<file path="src/acrg_pkg.sv">
// shared types and constants for the authenticated command replay gate
// no dependencies; used by acrg_nonce_ring and authenticated_command_replay_gate_core
package acrg_pkg;

  localparam int unsigned RING_DEPTH_DEF = 32;

  // ack codes
  localparam logic [2:0] ACK_OK       = 3'd0;
  localparam logic [2:0] ACK_BAD_TAG  = 3'd1;
  localparam logic [2:0] ACK_UNKNOWN  = 3'd2;
  localparam logic [2:0] ACK_STALE    = 3'd3;
  localparam logic [2:0] ACK_REPEAT   = 3'd4;
  localparam logic [2:0] ACK_FAULT    = 3'd5;

  // command codes
  localparam logic [7:0] CMD_ON     = 8'h01;
  localparam logic [7:0] CMD_OFF    = 8'h02;
  localparam logic [7:0] CMD_TOGGLE = 8'h03;

  // configuration register indexes
  localparam logic [1:0] CFG_SECRET_PRESENT = 2'd0;
  localparam logic [1:0] CFG_RELAY_PRESENT  = 2'd1;
  localparam logic [1:0] CFG_WINDOW_SECONDS = 2'd2;

  localparam logic [11:0] WINDOW_RESET = 12'd60;

  typedef enum logic [1:0] {
    ST_IDLE,
    ST_CHECK,
    ST_SCAN,
    ST_FINISH
  } acrg_state_e;

  typedef struct packed {
    logic        length_ok;
    logic        tag_ok;
    logic [63:0] packet_nonce;
    logic [31:0] packet_time;
    logic [7:0]  command;
    logic [31:0] now_seconds;
  } acrg_item_t;

  typedef struct packed {
    logic        send_reply;
    logic [2:0]  ack_code;
    logic        relay_state;
    logic [63:0] echo_nonce;
    logic [31:0] accepted_total;
    logic [31:0] rejected_total;
  } acrg_result_t;

  // sequencer to nonce ring
  typedef struct packed {
    logic scan_start;
    logic wr_en;
  } acrg_ring_ctrl_t;

  // nonce ring to sequencer
  typedef struct packed {
    logic done;
    logic hit;
  } acrg_ring_stat_t;

endpackage

</file>
<file path="src/acrg_nonce_ring.sv">
// ring of recent nonces with a sequential lookup through one 64-bit comparator
// depends on acrg_pkg for the control and status structs
module acrg_nonce_ring import acrg_pkg::*; #(
  parameter int unsigned Depth = RING_DEPTH_DEF
) (
  input  logic            clk_i,
  input  logic            rst_ni,
  input  acrg_ring_ctrl_t ctrl_i,
  input  logic [63:0]     nonce_i,
  output acrg_ring_stat_t stat_o
);

  localparam int unsigned IdxW = (Depth > 1) ? $clog2(Depth) : 1;
  localparam int unsigned CntW = $clog2(Depth + 1);
  localparam logic [CntW-1:0] CntLast = CntW'(Depth);
  localparam logic [IdxW-1:0] SlotLast = IdxW'(Depth - 1);

  logic [63:0]     mem [Depth];
  logic [Depth-1:0] valid_q, valid_d;
  logic [IdxW-1:0] slot_q, slot_d;
  logic [CntW-1:0] rd_cnt_q, rd_cnt_d;
  logic            busy_q, busy_d;
  logic            cmp_vld_q, cmp_vld_d;
  logic            hit_q, hit_d;
  logic            rd_valid_q, rd_valid_d;
  logic [63:0]     rd_data_q;
  logic [IdxW-1:0] rd_idx;
  logic            rd_go;
  logic            match;
  logic            done;

  assign rd_idx = rd_cnt_q[IdxW-1:0];
  assign rd_go  = busy_q && (rd_cnt_q != CntLast);
  // entries never written read as all ones
  assign match  = cmp_vld_q && ((rd_valid_q ? rd_data_q : '1) == nonce_i);
  assign done   = busy_q && cmp_vld_q && (rd_cnt_q == CntLast);

  assign stat_o.done = done;
  assign stat_o.hit  = hit_q | match;

  always_comb begin
    busy_d     = busy_q;
    rd_cnt_d   = rd_cnt_q;
    cmp_vld_d  = 1'b0;
    hit_d      = hit_q | match;
    rd_valid_d = rd_valid_q;
    valid_d    = valid_q;
    slot_d     = slot_q;
    if (ctrl_i.scan_start) begin
      busy_d   = 1'b1;
      rd_cnt_d = '0;
      hit_d    = 1'b0;
    end else if (rd_go) begin
      rd_cnt_d   = rd_cnt_q + CntW'(1);
      cmp_vld_d  = 1'b1;
      rd_valid_d = valid_q[rd_idx];
    end else if (done) begin
      busy_d = 1'b0;
    end
    if (ctrl_i.wr_en) begin
      valid_d[slot_q] = 1'b1;
      slot_d = (slot_q == SlotLast) ? '0 : slot_q + IdxW'(1);
    end
  end

  always_ff @(posedge clk_i or negedge rst_ni) begin
    if (!rst_ni) begin
      busy_q     <= 1'b0;
      rd_cnt_q   <= '0;
      cmp_vld_q  <= 1'b0;
      hit_q      <= 1'b0;
      rd_valid_q <= 1'b0;
      valid_q    <= '0;
      slot_q     <= '0;
    end else begin
      busy_q     <= busy_d;
      rd_cnt_q   <= rd_cnt_d;
      cmp_vld_q  <= cmp_vld_d;
      hit_q      <= hit_d;
      rd_valid_q <= rd_valid_d;
      valid_q    <= valid_d;
      slot_q     <= slot_d;
    end
  end

  always_ff @(posedge clk_i) begin
    if (ctrl_i.wr_en) begin
      mem[slot_q] <= nonce_i;
    end
    if (rd_go) begin
      rd_data_q <= mem[rd_idx];
    end
  end

endmodule

</file>
<file path="src/authenticated_command_replay_gate_core.sv">
// top level of the authenticated command replay gate: sequencer, checks, relay and totals
// depends on acrg_pkg and acrg_nonce_ring
//
//  channel   | direction | handshake                    | payload
//  ----------+-----------+------------------------------+----------------------------
//  command   | in        | start && !busy               | item_i (acrg_item_t)
//  result    | out       | result_valid_o, one cycle    | result_o (acrg_result_t)
//  config    | in        | cfg_valid_i && cfg_ready_o   | cfg_index_i, cfg_data_i
//
// a packet that passes length, secret, tag and time checks is looked up against the
// nonce ring one entry per cycle through a single comparator in ST_SCAN, and the result
// strobe is registered from ST_FINISH; a dropped or stale packet skips the lookup and goes
// from ST_CHECK straight to ST_FINISH; busy is high in every state but ST_IDLE
// reset clears the ring valid bits, relay bit and totals and sets config to its defaults; no clearing pass
// the result strobe cannot be stalled; config is always ready
module authenticated_command_replay_gate_core import acrg_pkg::*; #(
  parameter int unsigned RING_DEPTH = RING_DEPTH_DEF
) (
  input  logic         clk_i,
  input  logic         rst_ni,
  input  logic         start,
  output logic         busy,
  input  acrg_item_t   item_i,
  input  logic         cfg_valid_i,
  output logic         cfg_ready_o,
  input  logic [1:0]   cfg_index_i,
  input  logic [11:0]  cfg_data_i,
  output logic         result_valid_o,
  output acrg_result_t result_o
);

  acrg_state_e     state_q, state_d;
  acrg_item_t      item_q;
  acrg_ring_ctrl_t ring_ctrl;
  acrg_ring_stat_t ring_stat;

  logic        secret_present_q;
  logic        relay_present_q;
  logic [11:0] window_seconds_q;

  logic        relay_on_q, relay_on_d;
  logic [31:0] accept_cnt_q, accept_cnt_d;
  logic [31:0] reject_cnt_q, reject_cnt_d;
  logic        stale_q, stale_d;
  logic        hit_q, hit_d;
  logic        res_vld_q, res_vld_d;
  acrg_result_t res_q, res_d;

  logic        drop;
  logic        time_ge;
  logic [31:0] skew;
  logic        record;
  logic        accepted;
  logic [2:0]  ack;

  assign cfg_ready_o    = 1'b1;
  assign result_valid_o = res_vld_q;
  assign result_o       = res_q;

  assign drop = !item_q.length_ok || !secret_present_q || !item_q.tag_ok;

  assign time_ge = item_q.now_seconds >= item_q.packet_time;
  assign skew    = time_ge ? (item_q.now_seconds - item_q.packet_time)
                           : (item_q.packet_time - item_q.now_seconds);

  // next state
  always_comb begin
    state_d = state_q;
    unique case (state_q)
      ST_IDLE:   if (start) state_d = ST_CHECK;
      ST_CHECK:  state_d = (drop || stale_d) ? ST_FINISH : ST_SCAN;
      ST_SCAN:   if (ring_stat.done) state_d = ST_FINISH;
      ST_FINISH: state_d = ST_IDLE;
      default:   state_d = ST_IDLE;
    endcase
  end

  // sequencer outputs
  always_comb begin
    busy                 = 1'b1;
    ring_ctrl.scan_start = 1'b0;
    ring_ctrl.wr_en      = 1'b0;
    unique case (state_q)
      ST_IDLE:   busy = 1'b0;
      ST_CHECK:  ring_ctrl.scan_start = !drop && !stale_d;
      ST_SCAN:   ;
      ST_FINISH: ring_ctrl.wr_en = record;
      default:   busy = 1'b0;
    endcase
  end

  // time check and lookup outcome
  always_comb begin
    stale_d = stale_q;
    hit_d   = hit_q;
    if (state_q == ST_IDLE && start) begin
      stale_d = 1'b0;
      hit_d   = 1'b0;
    end else if (state_q == ST_CHECK) begin
      stale_d = (item_q.now_seconds == '0) || (skew > {20'd0, window_seconds_q});
    end else if (state_q == ST_SCAN && ring_stat.done) begin
      hit_d = ring_stat.hit;
    end
  end

  // decision, relay and totals
  always_comb begin
    record     = !drop && !stale_q && !hit_q;
    accepted   = 1'b0;
    relay_on_d = relay_on_q;
    ack        = ACK_OK;
    if (drop) begin
      ack = (item_q.length_ok && secret_present_q) ? ACK_BAD_TAG : ACK_OK;
    end else if (stale_q) begin
      ack = ACK_STALE;
    end else if (hit_q) begin
      ack = ACK_REPEAT;
    end else if (!relay_present_q) begin
      ack = ACK_FAULT;
    end else begin
      case (item_q.command)
        CMD_ON: begin
          relay_on_d = 1'b1;
          accepted   = 1'b1;
        end
        CMD_OFF: begin
          relay_on_d = 1'b0;
          accepted   = 1'b1;
        end
        CMD_TOGGLE: begin
          relay_on_d = !relay_on_q;
          accepted   = 1'b1;
        end
        default: ack = ACK_UNKNOWN;
      endcase
    end
    accept_cnt_d = accepted ? accept_cnt_q + 32'd1 : accept_cnt_q;
    reject_cnt_d = accepted ? reject_cnt_q : reject_cnt_q + 32'd1;

    res_d.send_reply     = !drop;
    res_d.ack_code       = ack;
    res_d.relay_state    = relay_present_q & relay_on_d;
    res_d.echo_nonce     = item_q.packet_nonce;
    res_d.accepted_total = accept_cnt_d;
    res_d.rejected_total = reject_cnt_d;
    res_vld_d            = (state_q == ST_FINISH);
  end

  always_ff @(posedge clk_i or negedge rst_ni) begin
    if (!rst_ni) begin
      state_q          <= ST_IDLE;
      secret_present_q <= 1'b0;
      relay_present_q  <= 1'b1;
      window_seconds_q <= WINDOW_RESET;
      relay_on_q       <= 1'b0;
      accept_cnt_q     <= '0;
      reject_cnt_q     <= '0;
      stale_q          <= 1'b0;
      hit_q            <= 1'b0;
      res_vld_q        <= 1'b0;
    end else begin
      state_q   <= state_d;
      stale_q   <= stale_d;
      hit_q     <= hit_d;
      res_vld_q <= res_vld_d;
      if (state_q == ST_FINISH) begin
        relay_on_q   <= relay_on_d;
        accept_cnt_q <= accept_cnt_d;
        reject_cnt_q <= reject_cnt_d;
      end
      if (cfg_valid_i && cfg_ready_o) begin
        unique case (cfg_index_i)
          CFG_SECRET_PRESENT: secret_present_q <= cfg_data_i[0];
          CFG_RELAY_PRESENT:  relay_present_q  <= cfg_data_i[0];
          CFG_WINDOW_SECONDS: window_seconds_q <= cfg_data_i;
          default:            ;
        endcase
      end
    end
  end

  always_ff @(posedge clk_i) begin
    if (state_q == ST_IDLE && start) begin
      item_q <= item_i;
    end
    if (state_q == ST_FINISH) begin
      res_q <= res_d;
    end
  end

  acrg_nonce_ring #(
    .Depth (RING_DEPTH)
  ) u_ring (
    .clk_i   (clk_i),
    .rst_ni  (rst_ni),
    .ctrl_i  (ring_ctrl),
    .nonce_i (item_q.packet_nonce),
    .stat_o  (ring_stat)
  );

endmodule
</file>
<file path="config.mk">
export PLATFORM = sky130hd
export DESIGN_NAME = authenticated_command_replay_gate_core
export DESIGN_NICKNAME = d
export VERILOG_FILES = /design/src/acrg_pkg.sv /design/src/acrg_nonce_ring.sv /design/src/authenticated_command_replay_gate_core.sv
export SDC_FILE = /design/constraint.sdc
export NUM_CORES = 2
export LEC_CHECK = 0
export ABC_AREA = 1
export BUFFER_PORTS_ARGS = -buffer_cell sky130_fd_sc_hd__buf_2
export CORE_AREA = 4 4 645 647
export CTS_BUF_LIST = sky130_fd_sc_hd__clkbuf_4 sky130_fd_sc_hd__clkbuf_8 sky130_fd_sc_hd__clkbuf_16
export DETAILED_ROUTE_END_ITERATION = 12
export DIE_AREA = 0 0 649 651
export SKIP_CTS_REPAIR_TIMING = 1
export SYNTH_ARGS = -nofsm -noshare
export SYNTH_HDL_FRONTEND = slang
export SYNTH_SLANG_ARGS = --single-unit
</file>
<file path="constraint.sdc">
create_clock -name clk_i -period 10.5 [get_ports clk_i]
set_clock_uncertainty 0.1 [all_clocks]
set_input_delay 2.1 -clock clk_i [delete_from_list [all_inputs] [get_ports clk_i]]
set_output_delay 2.1 -clock clk_i [all_outputs]
set_load 0.1 [all_outputs]
</file>
Word level (Yosys, flattened, before mapping)
Memories as Yosys holds them, arrays and structs flattened. A register that Yosys moved wholly into a read port is not among the register bits.
Index checks and enable logic that the tools add are counted.
{"block": "word_totals", "mem_count": 1, "in_bits": 156, "ff_bits": 402, "ram_bits": 2048}
{"block": "op_classes", "magnitude_cmp": 5, "mux": 47, "n_eq_ne": 16, "bitwise": 4, "addsub": 6, "reduce_logical": 37}
{"memory": "u_ring.mem", "depth": 32, "word_bits": 64, "rd": 1, "rd_clocked_by_memory_dff": 1, "write_ports": 1, "line": "acrg_nonce_ring.sv:18", "rtl": "logic [63:0] mem [Depth];"}
{"cell": "$mux 32", "count": 3}
{"cell": "$add 32x1->32 const B", "count": 2}
{"cell": "$eq 64x64->1", "count": 1}
{"cell": "$mux 64", "count": 1}
{"cell": "$sub 32x32->32", "count": 2}
{"cell": "$ge 32x32->1", "count": 1}
{"cell": "$gt 32x12->1", "count": 1}
{"cell": "$logic_not 32->1", "count": 1}
{"cell": "$or 32x32->32", "count": 1}
{"cell": "$mux 1", "count": 29}
{"cell": "$eq 8x2->1 const B", "count": 2}
{"cell": "$reduce_and 2->1", "count": 7}
{"cell": "$lt 5x6->1 const B", "count": 2}
{"cell": "$mux 3", "count": 4}
{"cell": "$mux 6", "count": 2}
{"cell": "$logic_and 1x1->1", "count": 11}
{"cell": "$eq 8x1->1 const B", "count": 1}
{"cell": "$logic_not 1->1", "count": 8}
{"cell": "$pmux 2 s4", "count": 1}
{"cell": "$add 6x1->6 const B", "count": 1}
{"cell": "$eq 2x2->1 const B", "count": 3}
{"cell": "$eq 6x6->1 const B", "count": 1}
{"cell": "$mux 2", "count": 3}
{"cell": "$ne 2x2->1 const B", "count": 3}
{"cell": "17 further kinds", "count": 24}

Logic depth before layout (Yosys ltp)
{"block": "depth", "ltp_word": 11, "depth_mapped": 36, "mapped_depth_nobuf": 35}

Modules after synthesis
Synthesis repeated with hierarchy kept, for this count alone.
{"block": "hier_totals", "hier_cells": 8460, "hier_area_um2": 103954.7}
{"module": "acrg_nonce_ring", "instances": 1, "area_each_um2": 85908.6, "cells_each": 6509}
{"module": "authenticated_command_replay_gate_core", "instances": 1, "area_each_um2": 18046.1, "cells_each": 1951}

Least setup slack after synthesis
No wires, ideal clock.
{"block": "synth_path", "kind": "flip-flop to flip-flop", "start": "register state_q[0]", "end": "register u_ring.valid_q[19]", "arrival_ns": 9.594, "stages_incl_launch_ff": 9, "period_less_slack_ns": 9.786, "required_time_ns": 10.308, "setup_ns": 0.092, "path_slack_ns": 0.714, "path_cell_list": "dfrtp_1 > ha_1 > clkbuf_1 > inv_1 > nor3_1 > clkbuf_1 > nand3_1 > nor3_1 > or2_2"}
{"block": "synth_via", "elab_chain_len": 2}
{"item": "from (decl)", "line": "authenticated_command_replay_gate_core.sv:32", "rtl": "acrg_state_e state_q, state_d;"}
{"item": "from (signal assigned)", "line": "authenticated_command_replay_gate_core.sv:162", "rtl": "state_q <= state_d;"}
{"item": "$eq 2x2->1"}
{"item": "via res_vld_d", "line": "authenticated_command_replay_gate_core.sv:46", "rtl": "logic res_vld_q, res_vld_d;"}
{"item": "$mux 1", "line": "authenticated_command_replay_gate_core.sv:83", "rtl": "unique case (state_q)"}
{"item": "to (signal assigned)", "line": "acrg_nonce_ring.sv:81", "rtl": "valid_q <= valid_d;"}
{"item": "to (decl)", "line": "acrg_nonce_ring.sv:19", "rtl": "logic [Depth-1:0] valid_q, valid_d;"}
The timed path passes the listed nets, and every way through them passes these cells.
A chain may end at the register's enable or synchronous reset.

Final worst setup path
{"block": "layout_path", "start": "register item_q[0] in the netlist's numbering", "end": "register u_ring.rd_valid_q"}
{"block": "layout_via", "elab_chain_len": 11, "elab_cells_between_ends": 14, "classes_between": "2 x add/sub; 2 x order compare; 4 x mux; 1 x bitwise; 5 x reduce/logical"}
{"item": "from (decl)", "line": "authenticated_command_replay_gate_core.sv:33", "rtl": "acrg_item_t item_q;"}
{"item": "from (signal assigned)", "line": "authenticated_command_replay_gate_core.sv:184", "rtl": "item_q <= item_i;"}
{"item": "$sub 32x32->32 (tied with other cells)", "line": "authenticated_command_replay_gate_core.sv:64", "rtl": ": (item_q.packet_time - item_q.now_seconds);"}
{"item": "$mux 32", "line": "authenticated_command_replay_gate_core.sv:63", "rtl": "assign skew = time_ge ? (item_q.now_seconds - item_q.packet_time)"}
{"item": "$gt 32x12->1", "line": "authenticated_command_replay_gate_core.sv:100", "rtl": "stale_d = (item_q.now_seconds == '0) || (skew > {20'd0, window_seconds_q});"}
{"item": "$logic_or 1x1->1 *", "line": "authenticated_command_replay_gate_core.sv:100"}
{"item": "$mux 1 *", "line": "authenticated_command_replay_gate_core.sv:99", "rtl": "end else if (state_q == ST_CHECK) begin"}
{"item": "$mux 1 *", "line": "authenticated_command_replay_gate_core.sv:96", "rtl": "if (state_q == ST_IDLE && start) begin"}
{"item": "$logic_not 1->1 *", "line": "authenticated_command_replay_gate_core.sv:85", "rtl": "ST_CHECK: ring_ctrl.scan_start = !drop && !stale_d;"}
{"item": "$logic_and 1x1->1 *", "line": "authenticated_command_replay_gate_core.sv:85"}
{"item": "$mux 1 *", "line": "authenticated_command_replay_gate_core.sv:83"}
{"item": "$not 1->1 (no line) *"}
{"item": "$reduce_and 2->1 (no line) *"}
{"item": "to (signal assigned)", "line": "acrg_nonce_ring.sv:80", "rtl": "rd_valid_q <= rd_valid_d;"}
{"item": "to (decl)", "line": "acrg_nonce_ring.sv:25", "rtl": "logic rd_valid_q, rd_valid_d;"}
Mark *: on every way between the ends. The rest lies on a longest branch, timed or not.

==> flow_metrics.env <==
export IMPL_root_buffer="clkbuf_16"
export IMPL_grt_max_degree=196
export IMPL_initial_core_util=0.250
export IMPL_fin_setup_tns_ns=0
export IMPL_syn_area_sq_um=102000
export IMPL_p_leak_nw=40.7
export IMPL_hold_violations=0
export IMPL_ys_types=63
export IMPL_clock_latency_ns=0.93
export IMPL_wire_per_inst_um=21.7
export IMPL_cp_required_ns=11.23
export IMPL_ys_seq_area_frac=0.731
export IMPL_synth_cells=8353
export IMPL_num_vias=67939
export IMPL_final_layout_size_suffix_gt1_frac=0.118
export IMPL_grt_pass1_wl_um=449000
export IMPL_port_buffers=290
export IMPL_wl_um=310000
export IMPL_critPathKind="register to register"
export IMPL_yosys_register_bits=2514
export IMPL_viasPerCell=4.75
export IMPL_synth_enable_flop_cells=2383
export IMPL_dp_hpwl_um=165000
export IMPL_arrival_ns=5.91
export IMPL_nFillCells=41281
export IMPL_clock_fmax_mhz=193
export IMPL_finalNonFillerCells=14304
export IMPL_report_final_slew_viol_count=0
export IMPL_slowest_stage="fa_1"
export IMPL_cts_clk_slew_worst_paths_ns=0.06
export IMPL_yosysWarnings=0
export IMPL_hold_class="register to register"
export IMPL_status="completed"
export IMPL_cp_end_kind="register"
export IMPL_synth_top_area_frac=0.699
export IMPL_core_area_sq_um=410000
export IMPL_final_cell_mix="edfxtp_1 (2383), nor2_1 (1518), o21ai_0 (1372)"
export IMPL_synthArstFlopShare=0.0521
export IMPL_avgSynthCellArea_sq_um=12.3
export IMPL_area_growth_pct=16.9
export IMPL_io_pins=292
export IMPL_antenna_found_initial=5
export IMPL_nNetsFinal=8882
export IMPL_grt_pass1_vias=65170
export IMPL_first_pass_iters=5
export IMPL_cts_tree="done"
export IMPL_start_kind="register"
export IMPL_period_minus_slack_ns=5.17
export IMPL_rows=235
export IMPL_grt_overflow_total=0
export IMPL_crit_fanout=36
export IMPL_final_period_utilization=0.493
export IMPL_cts_buffer_depth=4
export IMPL_synth_fp_nets=8600
export IMPL_post_place_ws_ns=5.30
export IMPL_ir_worst_vdd_v=0.000231
export IMPL_die_h_um=651
export IMPL_hold_ws_ns=0.359
export IMPL_dpl_cell_count=13806
export IMPL_final_common_cell="edfxtp_1"
export IMPL_htree_levels=5
export IMPL_grt_total_usage=0.140
export IMPL_cp_slowest_stage_delay_ns=0.46
export IMPL_stdcell_area_sq_um=120000
export IMPL_drc_errors=0
export IMPL_layout_setup_ws_ns=5.33
export IMPL_drv_cap=0
export IMPL_rsz0062_at_grt="false"
export IMPL_power_density_nw_per_um2=273
export IMPL_relSlewSlack=0.235
export IMPL_place_congestion=0.885
export IMPL_drt_iter0_markers=8060
export IMPL_cts_sinks=2514
export IMPL_synth_area_leaders="edfxtp_1 (70%), o21ai_0 (6.7%), nor2_1 (5.7%)"
export IMPL_finalSetupViolCount=0
export IMPL_fp_dieW_um=649
export IMPL_yosysTopAreaCell="edfxtp_1"
export IMPL_cts_buffers=278
export IMPL_worst_slew_pin_slew_ns=1.15
export IMPL_drtAntennaViolNets=0
export IMPL_dieArea_sq_um=422000
export IMPL_dpl_cell_area_sq_um=111000
export IMPL_ys_flop_type="edfxtp_1"
export IMPL_cp_common_cell="nand2_1"
-- power by group --
part / total, W / internal (W) / switching [W]
combinational: 0.0107 / 0.00262 / 0.00809
sequential: 0.0122 / 0.0119 / 0.000387
clock: 0.00974 / 0.00563 / 0.00411
total: 0.0327 / 0.0201 / 0.0126
-- cell families after synthesis --
family | synth area share
other | 0.0000366
DFF | 0.731
buffers and inverters | 0.0321
xor gates and xnor gates | 0.00933
adders and majority gates | 0.0113
AOI/OAI and AO/OA | 0.115
muxes | 0.000196
and+or+nand+nor | 0.101
-- worst paths after layout --
| kind | start | endpoint | slack (ns) | cells past startpoint |
|---|---|---|---|---|
| max | item_q[0]$_DFFE_PP_ | u_ring.rd_valid_q$_DFFE_PN0P_ | 5.33 | 33 |
| min | u_ring.valid_q[1]$_DFFE_PN0P_ | u_ring.valid_q[1]$_DFFE_PN0P_ | 0.36 | 2 |
| max reg2reg | item_q[0]$_DFFE_PP_ | u_ring.rd_valid_q$_DFFE_PN0P_ | 5.33 | 33 |
| min reg2reg | u_ring.valid_q[1]$_DFFE_PN0P_ | u_ring.valid_q[1]$_DFFE_PN0P_ | 0.36 | 2 |
| max in group asynchronous | rst_ni | accept_cnt_q[28]$_DFFE_PN0P_ | 7.77 | 2 |
| min in group asynchronous | rst_ni | window_seconds_q[8]$_DFFE_PN0P_ | 1.15 | 1 |
-- flip-flops by register name, summed over array words and instances (netlist names), 2 cells and up --
register          flops
accept_cnt_q         32
u_ring.valid_q       32
reject_cnt_q         32
result_o            133
u_ring.slot_q         5
window_seconds_q     12
u_ring.rd_cnt_q       6
state_q               2
u_ring.rd_data_q     64
item_q              138
u_ring.mem         2048
-- metrics by stage --
stage / power [W] / utilization
after detailed placement: 0.0231 / 0.270
after CTS: 0.0329 / 0.292
after global routing: 0.0344 / 0.292
after floorplan: 0.0198 / -
final: 0.0327 / 0.292
after global placement: 0.0231 / 0.270
-- metal layers --
layer / up-vias / routed length, um / track usage
met4: 2 / 9900 / 0.0431
met1: 33961 / 129000 / 0.186
met2: 2748 / 148000 / 0.236
li1: 30712 / - / -
met5: - / 13 / 0
met3: 516 / 22700 / 0.0198
-- final cells by class --
cell class,count,area (sq um),share of cell area
Sequential cell,2514,74900,0.625
Multi-Input combinational cell,4976,24500,0.205
Timing Repair Buffer,484,3000,0.0251
Clock buffer,346,7600,0.0635
Antenna cell,4,10.0,0.0000836
Clock inverter,148,1450,0.0121
Inverter,381,1470,0.0123
Tap cell,5451,6820,0.0570
-- synth_stat cells, types with 6 or more instances --
cell / number
nand4_1: 23
o21bai_1: 7
nand3b_1: 7
xnor2_1: 30
clkbuf_1: 450
edfxtp_1: 2383
nand3_1: 116
nor2_2: 6
o21ai_0: 1372
o32ai_1: 31
nor3_1: 28
a21oi_1: 87
inv_1: 362
buf_1: 21
inv_2: 15
nor4_1: 19
ha_1: 89
xor2_1: 79
o22ai_1: 611
or2_2: 24
nor2_1: 1550
nand2_1: 833
dfrtp_1: 126
-- critical path, delay by kind of cell, from the launching register on --
family / cells / cell delay (ns)
simple gates: 23 / 2.69
fa+ha+maj: 3 / 0.90
buf+inv: 4 / 0.51
flops: 1 / 0.39
compound gates: 2 / 0.36
xor+xnor: 1 / 0.15
(Power assumes the default switching activity.)
